[config.mk]
export PLATFORM = sky130hd
export DESIGN_NAME = circular_moving_average
export DESIGN_NICKNAME = d
export VERILOG_FILES = /design/src/rtl/cma_pkg.sv /design/src/rtl/cma_divider.sv /design/src/rtl/cma_datapath.sv /design/src/rtl/cma_ctrl.sv /design/src/rtl/circular_moving_average.sv
export SDC_FILE = /design/constraint.sdc
export NUM_CORES = 2
export LEC_CHECK = 0
export BUFFER_PORTS_ARGS = -buffer_cell sky130_fd_sc_hd__buf_2
export CAP_MARGIN = 20
export CORE_UTILIZATION = 45
export CTS_BUF_LIST = sky130_fd_sc_hd__clkbuf_16
export CTS_CLUSTER_SIZE = 40
export DETAILED_ROUTE_END_ITERATION = 16
export GPL_TIMING_DRIVEN = 0
export PLACE_DENSITY_LB_ADDON = 0.3
export SLEW_MARGIN = 20
export SYNTH_ARGS = -nofsm -noshare
export SYNTH_HDL_FRONTEND = slang
export SYNTH_HIERARCHICAL = 1
export SYNTH_SLANG_ARGS = --single-unit
[constraint.sdc]
create_clock -name clk -period 6.2 [get_ports clk]
set_input_delay 1.24 -clock clk [delete_from_list [all_inputs] [get_ports clk]]
set_output_delay 1.24 -clock clk [all_outputs]
set_load 0.1 [all_outputs]
[src/rtl/cma_pkg.sv]
// Shared constants, types and helpers for the circular moving average block.
// Used by the controller, datapath, divider and top level; depends on nothing.
package cma_pkg;

  localparam int SAMPLE_BITS  = 24;
  localparam int MAX_WINDOW   = 64;
  localparam int PTR_BITS     = $clog2(MAX_WINDOW);
  localparam int WIN_BITS     = 7;
  localparam int SUM_BITS     = SAMPLE_BITS + PTR_BITS;
  localparam int DIV_CNT_BITS = $clog2(SUM_BITS);

  // Commands from the controller to the datapath.
  typedef struct packed {
    logic load;        // take the input item
    logic read;        // issue ring and head memory reads
    logic add;         // push one value into the window
    logic from_head;   // pushed value comes from the head store
    logic div_start;   // start the serial divide of the window sum
    logic emit;        // load the output register
    logic emit_last;   // mark the result as the final one of the sequence
    logic emit_short;  // result is the too-short marker
    logic next_k;      // advance the flush index
    logic clear;       // clear sequence state
  } cmd_t;

  // Status from the datapath to the controller.
  typedef struct packed {
    logic eos;          // held item ends the sequence
    logic below_window; // fewer than W samples after this push
    logic w_one;        // window of one
    logic flush_last;   // flush index is at the final wrapped average
    logic div_done;     // divider finished
    logic out_free;     // output register can take a result
  } status_t;

  // Clamp the raw window register to 1..MAX_WINDOW.
  function automatic logic [WIN_BITS-1:0] clamp_window(input logic [WIN_BITS-1:0] w);
    logic [WIN_BITS-1:0] r;
    if (w == '0) begin
      r = WIN_BITS'(1);
    end else if (w > WIN_BITS'(MAX_WINDOW)) begin
      r = WIN_BITS'(MAX_WINDOW);
    end else begin
      r = w;
    end
    return r;
  endfunction

endpackage

[src/rtl/cma_divider.sv]
// Serial restoring divider: signed window sum over unsigned window length,
// truncating toward zero, one quotient bit per cycle. Depends on cma_pkg.
module cma_divider
  import cma_pkg::*;
(
  input  logic                          clk,
  input  logic                          rst,
  input  logic                          start,
  input  logic signed [SUM_BITS-1:0]    dividend,
  input  logic        [WIN_BITS-1:0]    divisor,
  output logic                          done,
  output logic signed [SAMPLE_BITS-1:0] quotient
);

  logic                    busy;
  logic [DIV_CNT_BITS-1:0] count;
  logic [WIN_BITS-1:0]     rem;
  logic [SUM_BITS-1:0]     quo;
  logic [WIN_BITS-1:0]     div_q;
  logic                    neg;

  logic [WIN_BITS:0]       trial;
  logic                    take;
  logic [WIN_BITS:0]       diff;
  logic [SAMPLE_BITS-1:0]  mag;

  assign trial = {rem, quo[SUM_BITS-1]};
  assign take  = trial >= {1'b0, div_q};
  assign diff  = trial - {1'b0, div_q};
  assign mag   = quo[SAMPLE_BITS-1:0];
  assign quotient = neg ? -$signed(mag) : $signed(mag);

  always_ff @(posedge clk) begin
    if (rst) begin
      busy <= 1'b0;
      done <= 1'b0;
    end else begin
      done <= 1'b0;
      if (start) begin
        busy <= 1'b1;
      end else if (busy && count == '0) begin
        busy <= 1'b0;
        done <= 1'b1;
      end
    end
  end

  always_ff @(posedge clk) begin
    if (start) begin
      count <= DIV_CNT_BITS'(SUM_BITS - 1);
      rem   <= '0;
      // work on the magnitude, fix the sign at the end
      quo   <= dividend[SUM_BITS-1] ? SUM_BITS'(-dividend) : SUM_BITS'(dividend);
      neg   <= dividend[SUM_BITS-1];
      div_q <= divisor;
    end else if (busy) begin
      count <= count - DIV_CNT_BITS'(1);
      rem   <= take ? diff[WIN_BITS-1:0] : trial[WIN_BITS-1:0];
      quo   <= {quo[SUM_BITS-2:0], take};
    end
  end

endmodule

[src/rtl/cma_datapath.sv]
// Datapath: window register, ring and head sample memories, window sum,
// sequence counters, serial divider and output register. Depends on cma_pkg.
module cma_datapath
  import cma_pkg::*;
(
  input  logic                   clk,
  input  logic                   rst,
  input  cmd_t                   cmd,
  output status_t                status,
  input  logic                   cfg_wr_en,
  input  logic [WIN_BITS-1:0]    cfg_wr_data,
  input  logic [SAMPLE_BITS-1:0] s_tdata,
  input  logic                   s_tlast,
  input  logic                   m_tready,
  output logic                   m_tvalid,
  output logic [SAMPLE_BITS-1:0] m_tdata,
  output logic                   m_tlast,
  output logic                   m_tuser
);

  logic [WIN_BITS-1:0]           window_length;
  logic [WIN_BITS-1:0]           w_use;
  logic signed [SAMPLE_BITS-1:0] sample_q;
  logic                          eos_q;
  logic signed [SUM_BITS-1:0]    window_sum;
  logic [WIN_BITS-1:0]           samples_seen;
  logic [PTR_BITS-1:0]           ring_pointer;
  logic [PTR_BITS-1:0]           flush_k;

  logic signed [SAMPLE_BITS-1:0] recent_mem [0:MAX_WINDOW-1];
  logic signed [SAMPLE_BITS-1:0] head_mem   [0:MAX_WINDOW-2];
  logic signed [SAMPLE_BITS-1:0] old_q;
  logic signed [SAMPLE_BITS-1:0] head_q;

  logic [PTR_BITS-1:0]           old_addr;
  logic [WIN_BITS-1:0]           seen_inc;
  logic                          full;
  logic                          head_wr;
  logic signed [SAMPLE_BITS-1:0] push_val;
  logic signed [SUM_BITS-1:0]    sum_next;
  logic                          div_done;
  logic signed [SAMPLE_BITS-1:0] div_quot;

  assign old_addr = ring_pointer - w_use[PTR_BITS-1:0];
  assign seen_inc = (samples_seen == WIN_BITS'(MAX_WINDOW)) ? samples_seen
                                                            : samples_seen + WIN_BITS'(1);
  // flush pushes always drop the oldest value
  assign full     = cmd.from_head || (samples_seen >= w_use);
  assign head_wr  = !cmd.from_head && ((samples_seen + WIN_BITS'(1)) < w_use);
  assign push_val = cmd.from_head ? head_q : sample_q;
  assign sum_next = window_sum + SUM_BITS'(push_val)
                  - (full ? SUM_BITS'(old_q) : SUM_BITS'(0));

  assign status.eos          = eos_q;
  assign status.below_window = seen_inc < w_use;
  assign status.w_one        = w_use == WIN_BITS'(1);
  assign status.flush_last   = (WIN_BITS'(flush_k) + WIN_BITS'(2)) == w_use;
  assign status.div_done     = div_done;
  assign status.out_free     = !m_tvalid || m_tready;

  always_ff @(posedge clk) begin
    if (rst) begin
      window_length <= WIN_BITS'(1);
    end else if (cfg_wr_en) begin
      window_length <= cfg_wr_data;
    end
  end

  always_ff @(posedge clk) begin
    if (rst) begin
      w_use        <= WIN_BITS'(1);
      window_sum   <= '0;
      samples_seen <= '0;
      ring_pointer <= '0;
      flush_k      <= '0;
    end else begin
      if (cmd.load && samples_seen == '0) begin
        w_use <= clamp_window(window_length);
      end
      if (cmd.clear) begin
        window_sum   <= '0;
        samples_seen <= '0;
        ring_pointer <= '0;
        flush_k      <= '0;
      end else begin
        if (cmd.add) begin
          window_sum   <= sum_next;
          ring_pointer <= ring_pointer + PTR_BITS'(1);
          if (!cmd.from_head) begin
            samples_seen <= seen_inc;
          end
        end
        if (cmd.next_k) begin
          flush_k <= flush_k + PTR_BITS'(1);
        end
      end
    end
  end

  always_ff @(posedge clk) begin
    if (cmd.load) begin
      sample_q <= s_tdata;
      eos_q    <= s_tlast;
    end
  end

  // ring of recent samples: read the value leaving the window, then overwrite
  always_ff @(posedge clk) begin
    if (cmd.read) begin
      old_q <= recent_mem[old_addr];
    end
    if (cmd.add) begin
      recent_mem[ring_pointer] <= push_val;
    end
  end

  // first W-1 samples, replayed during the wrap-around flush
  always_ff @(posedge clk) begin
    if (cmd.read) begin
      head_q <= head_mem[flush_k];
    end
    if (cmd.add && head_wr) begin
      head_mem[samples_seen[PTR_BITS-1:0]] <= sample_q;
    end
  end

  cma_divider u_div (
    .clk      (clk),
    .rst      (rst),
    .start    (cmd.div_start),
    .dividend (window_sum),
    .divisor  (w_use),
    .done     (div_done),
    .quotient (div_quot)
  );

  always_ff @(posedge clk) begin
    if (rst) begin
      m_tvalid <= 1'b0;
    end else if (cmd.emit) begin
      m_tvalid <= 1'b1;
    end else if (m_tready) begin
      m_tvalid <= 1'b0;
    end
  end

  always_ff @(posedge clk) begin
    if (cmd.emit) begin
      m_tdata <= cmd.emit_short ? '0 : div_quot;
      m_tlast <= cmd.emit_last;
      m_tuser <= cmd.emit_short;
    end
  end

endmodule

[src/rtl/cma_ctrl.sv]
// Controller: sequences accept, memory read, window update, divide and emit
// for each item and for the wrap-around flush. Depends on cma_pkg.
module cma_ctrl
  import cma_pkg::*;
(
  input  logic    clk,
  input  logic    rst,
  input  logic    s_tvalid,
  output logic    s_tready,
  input  status_t status,
  output cmd_t    cmd
);

  typedef enum logic [5:0] {
    S_IDLE  = 6'b000001,
    S_READ  = 6'b000010,
    S_ADD   = 6'b000100,
    S_START = 6'b001000,
    S_DIV   = 6'b010000,
    S_EMIT  = 6'b100000
  } state_t;

  state_t state, state_next;
  logic   flushing, flushing_next;
  logic   short_pend, short_pend_next;

  always_ff @(posedge clk) begin
    if (rst) begin
      state      <= S_IDLE;
      flushing   <= 1'b0;
      short_pend <= 1'b0;
    end else begin
      state      <= state_next;
      flushing   <= flushing_next;
      short_pend <= short_pend_next;
    end
  end

  always_comb begin
    state_next      = state;
    flushing_next   = flushing;
    short_pend_next = short_pend;
    cmd             = '0;
    s_tready        = 1'b0;
    unique case (state)
      S_IDLE: begin
        s_tready = 1'b1;
        if (s_tvalid) begin
          cmd.load        = 1'b1;
          flushing_next   = 1'b0;
          short_pend_next = 1'b0;
          state_next      = S_READ;
        end
      end
      S_READ: begin
        cmd.read   = 1'b1;
        state_next = S_ADD;
      end
      S_ADD: begin
        cmd.add       = 1'b1;
        cmd.from_head = flushing;
        if (!flushing && status.below_window) begin
          if (status.eos) begin
            short_pend_next = 1'b1;
            state_next      = S_EMIT;
          end else begin
            state_next = S_IDLE;
          end
        end else begin
          state_next = S_START;
        end
      end
      S_START: begin
        cmd.div_start = 1'b1;
        state_next    = S_DIV;
      end
      S_DIV: begin
        if (status.div_done) begin
          state_next = S_EMIT;
        end
      end
      S_EMIT: begin
        // hold until the output register frees up
        if (status.out_free) begin
          cmd.emit       = 1'b1;
          cmd.emit_short = short_pend;
          if (short_pend) begin
            cmd.emit_last = 1'b1;
            cmd.clear     = 1'b1;
            state_next    = S_IDLE;
          end else if (flushing) begin
            cmd.emit_last = status.flush_last;
            if (status.flush_last) begin
              cmd.clear  = 1'b1;
              state_next = S_IDLE;
            end else begin
              cmd.next_k = 1'b1;
              state_next = S_READ;
            end
          end else begin
            cmd.emit_last = status.eos && status.w_one;
            if (status.eos && !status.w_one) begin
              flushing_next = 1'b1;
              state_next    = S_READ;
            end else begin
              cmd.clear  = status.eos;
              state_next = S_IDLE;
            end
          end
        end
      end
      default: begin
        state_next = S_IDLE;
      end
    endcase
  end

endmodule

[src/rtl/circular_moving_average.sv]
// Circular moving average over a sample sequence: one box average per sample
// with the window wrapping to the start of the sequence at its end.
// Top level joining cma_ctrl and cma_datapath; depends on cma_pkg.
//
// Each input item is a Q8.16 sample; tlast marks the last sample of a
// sequence. Once W samples are in, every sample gives one average of the
// last W samples, truncated toward zero, and the last sample also gives the
// W-1 averages that wrap over the first samples. A sequence shorter than W
// gives one item with average 0, tlast and tuser (too short) set. W is taken
// from the window register at the first sample of a sequence, clamped to
// 1..64. Every average goes through a one-bit-per-cycle divider over the
// 30-bit window sum, so an item that yields an average passes through
// accept, read, update, divide start, the divide steps and done, then
// emit, which waits until the output register is free; each flushed
// average repeats read through emit. An item that yields nothing passes
// accept, read and update, and the last item of a too-short sequence adds
// emit. The output register lets the next item be taken while a result waits.
module circular_moving_average
  import cma_pkg::*;
(
  input  logic                   clk,
  input  logic                   rst,
  input  logic                   cfg_wr_en,
  input  logic [WIN_BITS-1:0]    cfg_wr_data,  // window_length
  input  logic                   s_tvalid,
  output logic                   s_tready,
  input  logic [SAMPLE_BITS-1:0] s_tdata,      // sample
  input  logic                   s_tlast,      // end_of_sequence
  output logic                   m_tvalid,
  input  logic                   m_tready,
  output logic [SAMPLE_BITS-1:0] m_tdata,      // average
  output logic                   m_tlast,      // last_of_run
  output logic                   m_tuser       // too_short
);

  cmd_t    cmd;
  status_t status;

  cma_ctrl u_ctrl (
    .clk      (clk),
    .rst      (rst),
    .s_tvalid (s_tvalid),
    .s_tready (s_tready),
    .status   (status),
    .cmd      (cmd)
  );

  cma_datapath u_dp (
    .clk         (clk),
    .rst         (rst),
    .cmd         (cmd),
    .status      (status),
    .cfg_wr_en   (cfg_wr_en),
    .cfg_wr_data (cfg_wr_data),
    .s_tdata     (s_tdata),
    .s_tlast     (s_tlast),
    .m_tready    (m_tready),
    .m_tvalid    (m_tvalid),
    .m_tdata     (m_tdata),
    .m_tlast     (m_tlast),
    .m_tuser     (m_tuser)
  );

endmodule

* Word level (Yosys, flattened, before mapping) *
Memory sizes are Yosys's and may differ from the RTL's. A register that Yosys moved wholly into a read port is not among the register bits.
Index checks and enable logic that the tools add are counted.
W data, S select, Z words.

word-level totals
  output and inout bits = 28
  memory bits (writable) = 3048
  input port bits = 37
  word-level logic and storage cells = 139
  register bits after elaboration = 175
  memories = 2

memories
  memory           depth  width  read ports  clocked after memory_dff  wr ports  line                text
  u_dp.recent_mem  64     24     1           1                         1         cma_datapath.sv:30  logic signed [SAMPLE_BITS-1:0] recent_mem [0:MAX_WINDOW-1];
  u_dp.head_mem    63     24     1           1                         1         cma_datapath.sv:31  logic signed [SAMPLE_BITS-1:0] head_mem [0:MAX_WINDOW-2];

operators by class
  $lt $le $gt $ge = 5
  multiplexer cells = 55
  $add $sub $neg = 11
  bitwise gates (word level) = 1
  reductions and logical operators = 28
  eq/ne operators = 15

operators with widths
  operator               count
  $mux W30               4
  $mux W24               2
  $mux W6                6
  $pmux W6 S6            1
  $add A30 B24 Y30       1
  $mux W1                30
  $neg A30 Y30           1
  $sub A30 B30 Y30       1
  $mux W7                4
  $neg A24 Y24           1
  $logic_not A7 Y1       2
  $lt A7 B7 Y1           2
  $add A6 B1 Y6 const B  2
  $mux W5                2
  $reduce_bool A2 Y1     5
  $ge A8 B7 Y1           1
  $mux W2                4
  $reduce_and A4 Y1      2
  $add A6 B2 Y7 const B  1
  $add A7 B1 Y7 const B  1
  $eq A7 B1 Y1 const B   1
  $eq A7 B7 Y1           1
  $eq A7 B7 Y1 const B   1
  $ge A7 B7 Y1           1
  21 further kinds       38

* Logic depth before layout (Yosys ltp) *
  word-level depth = 9
  mapped depth = 25
  depth with buffers taken out = 24

* Modules after synthesis *
Netlist, hierarchy kept.

by module, submodules not included
  module        area an instance (um^2)  instances  cells each  sequential area each (um^2)
  cma_datapath  126536.4                 1          6069        95781.9
  cma_divider   3567.2                   1          380         1421.4
  cma_ctrl      580.6                    1          71          160.2

* Worst setup path after synthesis *
No wires, ideal clock.

  path type = register -> register
  from = reg u_dp.samples_seen[0]
  to = mem u_dp.head_mem[50][0], enable pin
  setup time = 0.466 ns
  period minus slack after synthesis = 5.476 ns
  arrival time = 5.010 ns
  stages on the path, launching flop included = 15
  data required time = 5.734 ns
  path slack = 0.724 ns
  cells stage by stage = dfxtp_1 -> clkbuf_1 -> inv_1 -> ha_1 -> ha_1 -> nor2b_1 -> o21a_1 -> o21a_1 -> o21a_1 -> o21a_1 -> o21ai_1 -> nand2_1 -> buf_2 -> clkbuf_1 -> nor4_1

on the way
  longest elaborated chain between the ends = 6

RTL lines
  what                           line                 text
  from (decl)                    cma_datapath.sv:26   logic [WIN_BITS-1:0] samples_seen;
  from (signal assigned)         cma_datapath.sv:90   samples_seen <= seen_inc;
  $add A7 B1 Y7                  cma_datapath.sv:49   assign head_wr = !cmd.from_head && ((samples_seen + WIN_BITS'(1)) < w_use);
  $lt A7 B7 Y1                   cma_datapath.sv:49
  $logic_and A1 B1 Y1            cma_datapath.sv:49
  $logic_and A1 B1 Y1            cma_datapath.sv:122  if (cmd.add && head_wr) begin
  $mux W1                        cma_datapath.sv:122
  $mux W1 (not written as such)  cma_datapath.sv:123  head_mem[samples_seen[PTR_BITS-1:0]] <= sample_q;
  to (decl)                      cma_datapath.sv:31

Several ways; a longest one is shown, not always the timed one.

* Worst setup path after layout *
  from = reg u_dp.w_use[1]
  to = reg u_dp.old_q[7] (read register of u_dp.recent_mem) (data pin)

on the way
  longest elaborated chain between the ends = 1

RTL lines
  what                    line                text
  from (decl)             cma_datapath.sv:22  logic [WIN_BITS-1:0] w_use;
  from (signal assigned)  cma_datapath.sv:78  w_use <= clamp_window(window_length);
  $sub A6 B6 Y6           cma_datapath.sv:44  assign old_addr = ring_pointer - w_use[PTR_BITS-1:0];
  to (decl)               cma_datapath.sv:32  logic signed [SAMPLE_BITS-1:0] old_q;

No other way between the ends.
A chain may end at the register's enable or synchronous reset.

==> results.json <==
{
  "status": "complete, no violations",
  "slew_headroom_pct": 14.9,
  "dp_slack_ps": -305,
  "path_cells": "inv_1 -> fa_1 -> clkbuf_1 -> clkbuf_1 -> clkbuf_1 -> mux4_2 -> mux4_2 -> a211oi_1 -> a21oi_1",
  "seq_area_frac_synth_pct": 74.5,
  "worstPathRequired_ps": 6710,
  "crit_type": "reg2reg",
  "routed_wl_mm": 365,
  "ys.flop_type": "edfxtp_1",
  "clk_pin_slew_ps": 60,
  "gr-total-overflow": 0,
  "layout-drive-gt1-share_pct": 27.0,
  "initial_core_util_pct": 45.3,
  "setup_viol": 0,
  "switching_share_pct": 27.0,
  "hold_depth": 2,
  "placed_cell_area_mm2": 0.142,
  "max_freq_mhz": 162,
  "die_h_um": 541,
  "cp-start-kind": "register",
  "post-dp-hpwl_mm": 259,
  "fill_cells": 22200,
  "final_area_mm2": 0.152,
  "yosys.area.top_type": "edfxtp_1",
  "cp.arrival_ps": 6700,
  "async_flop_share_pct": 0,
  "hold_class": "reg2reg",
  "syn_inst": 6520,
  "min_period_ps": 6190,
  "synth.distinct_cells": 79,
  "area_growth_pct": 16.2,
  "setup_tns_ps": 0,
  "grt_max_degree": 65,
  "avgRoutedWirePerCell_um": 32.3,
  "dr_total_vias": 69400,
  "comb_power_share_pct": 18.6,
  "pin_count": 65,
  "crit_path_frequent_cell": "clkbuf_1",
  "setup_ws_ps": 11.0,
  "pwr-share-seq_pct": 47.1,
  "grtUsageTotal_pct": 24.8,
  "fp-row-count": 197,
  "cpMaxStageDelayCell": "a211oi_1",
  "maxCapViolCount": 0,
  "die_w_um": 541,
  "place.gp.congestion": 1.01,
  "hold_ws_ps": 497,
  "cts_tree": "yes",
  "dieArea_mm2": 0.293,
  "antenna_found_initial": 36,
  "cts.hold.buffers_added": 0,
  "cts_made_buffers": 328,
  "slew_violations": 0,
  "hold_viol_final": 0,
  "nNetsFinal": 7403,
  "synth_area_leaders": "edfxtp_1, mux4_2, mux2i_1, dfxtp_1, a21oi_1",
  "dr.pass1.iters": 8,
  "drc": 0,
  "leakage_uw": 0.0483,
  "drtIter0Drc": 9415,
  "grt_pass1_wl_mm": 514,
  "synth.avg_cell_area_um2": 20.0,
  "first_global_vias": 68300,
  "final_antenna_net_count": 0,
  "p_sw_uw": 14800,
  "rsz0062_at_grt": "false",
  "reg2reg_from": "u_dp/w_use[1]",
  "cts_buffer_depth": 4,
  "end_kind": "register",
  "clock_latency_ps": 890,
  "ys_ff_latch": 3271,
  "synth-edff-count": 3185,
  "clkPwrFrac_pct": 34.3,
  "irDropWorstVdd_mv": 0.287,
  "h-tree-depth": 5,
  "synthesis.area_mm2": 0.131,
  "synth_nets": 6659,
  "min_from": "u_dp/window_sum[28]",
  "yosys_warnings": 6,
  "cts_sinks": 3271,
  "path_delay_family": "buffers and inverters",
  "cp-startpoint": "u_dp/w_use[1]",
  "final.setup_skew_ps": 62.8,
  "power_density_mw_per_mm2": 360,
  "tightest_slew_ps": 1260,
  "viasPerCell": 6.14,
  "fp.coreArea_mm2": 0.288,
  "reg2regPathDepth": 9,
  "critical_path_buf_inv_count": 4,
  "cp_max_fo": 10,
  "internal_power_uw": 39900,
  "period_share_pct": 99.8,
  "portBuffers": 63,
  "totalPowerFinal_uw": 54600,
  "cp.depth": 9,
  "yosysTopAreaCellShare_pct": 73.2,
  "cts-root-buf": "clkbuf_16",
  "cpPeakStageDelay_ps": 1030
}
-- path summary, 6_finish.rpt --
path,end,slack [ps]
max reg2reg,u_dp/old_q[7],10
max,u_dp/old_q[7],10
min reg2reg,u_dp/window_sum[28],500
min,u_dp/window_sum[28],500
-- cells in the final DEF (no fill, tap or decap), types with 22 or more instances in the layout --
cell type,count
nor4_2,25
fa_1,31
buf_8,55
buf_12,58
xor2_1,52
inv_1,187
clkinv_1,86
dfxtp_1,85
mux2i_1,322
clkbuf_1,169
buf_1,33
a221oi_1,52
buf_6,24
edfxtp_1,3185
nor2_1,120
mux4_2,733
clkinv_2,55
nand3_1,29
xnor2_1,63
nand2b_1,29
buf_4,126
mux2_2,72
a211oi_1,64
o22ai_1,36
buf_16,73
buf_2,220
o221ai_1,22
o21ai_0,138
ha_1,71
nor2_4,94
nand2_1,156
a21o_1,29
clkbuf_16,335
nor2b_1,89
a21oi_1,226
-- registers in the layout (all words and copies together), names as in the netlist, 7 cells and up --
| name | count |
|---|---|
| u_dp/head_mem | 1512 |
| u_dp/old_q | 24 |
| u_dp/recent_mem | 1536 |
| u_dp/head_q | 24 |
| u_dp/u_div/quo | 30 |
| u_dp/sample_q | 24 |
| u_dp/samples_seen | 7 |
| u_dp/w_use | 7 |
| u_dp/window_sum | 30 |
| u_dp/u_div/rem | 7 |
| u_dp/u_div/div_q | 7 |
| u_dp/m_tdata | 24 |
| u_dp/window_length | 7 |
-- tightest hold or removal path, delay by kind of cell, from the launching register on --
| kind | cells | cell delay (ps) |
|---|---|---|
| AO/OA/AOI/OAI | 1 | 50 |
| flip-flops | 1 | 340 |
| AND/OR/NAND/NOR | 1 | 60 |
-- per-stage QoR --
stage / instances / util (%)
4_1_cts: 11300 / 52.6
6_report: 11300 / 52.7
5_1_grt: 11300 / 52.7
3_3_place_gp: 10400 / 47.1
2_1_floorplan: 6520 / -
3_5_place_dp: 10700 / 49.1
-- cells in the mapped netlist (all sizes together), types with 31 or more instances --
master  instances
mux4          733
a221oi         52
buf           179
o21ai         152
mux2           72
nor2          216
a21oi         226
xnor2          65
xor2           52
nand2         156
clkbuf        184
o22ai          36
fa             31
nor2b          89
ha             71
mux2i         324
inv           160
nor4           35
a211oi         70
edfxtp       3185
dfxtp          86
-- routing by layer --
| layer | GRT usage (%) | routed length [um] | up-vias |
|---|---|---|---|
| li1 | - | - | 28300 |
| met1 | 33.6 | 141000 | 36600 |
| met2 | 38.4 | 169000 | 3790 |
| met3 | 5.05 | 34800 | 760 |
| met4 | 12.4 | 20700 | 6 |
| met5 | 0 | 41 | - |
-- kinds of logic after synthesis --
family,after synthesis,synth area share (%)
mux,1129,15.7
compound gates,699,3.41
buf+inv,523,1.83
fa+ha+maj,103,1.16
flops,3271,74.5
xor+xnor,117,0.784
simple gates,678,2.57
-- final cells by class --
class                           count  area, um^2  share of cell area (%)
Multi-Input combinational cell   2726       31900                    21.0
Clock buffer                      335        8380                    5.52
Timing Repair Buffer              414        5360                    3.53
Sequential cell                  3271       97400                    64.1
Buffer                            363        1820                    1.20
Clock inverter                    242        1630                    1.07
Inverter                          160         627                   0.413
Antenna cell                       13        32.5                  0.0214
Tap cell                         3781        4730                    3.12
-- timing repair --
| item | 4_1_cts | 5_1_grt |
|---|---|---|
| hold endpoints to repair | 0 | 0 |
| endpoints found under the setup margin | 36 | 16 |
| resized for setup | 10 | 12 |
| buffers inserted | 0 | 2 |
-- power by group through the flow --
stage | logic, uW | registers [uW] | clock network [uW]
4_1_cts | 10000 | 25700 | 19000
2_1_floorplan | 5620 | 26400 | 0
6_report | 10200 | 25700 | 18700
5_1_grt | 10700 | 25700 | 19800
3_3_place_gp | 8670 | 26900 | 0
3_5_place_dp | 9980 | 26200 | 0
(Power assumes the default switching activity.)
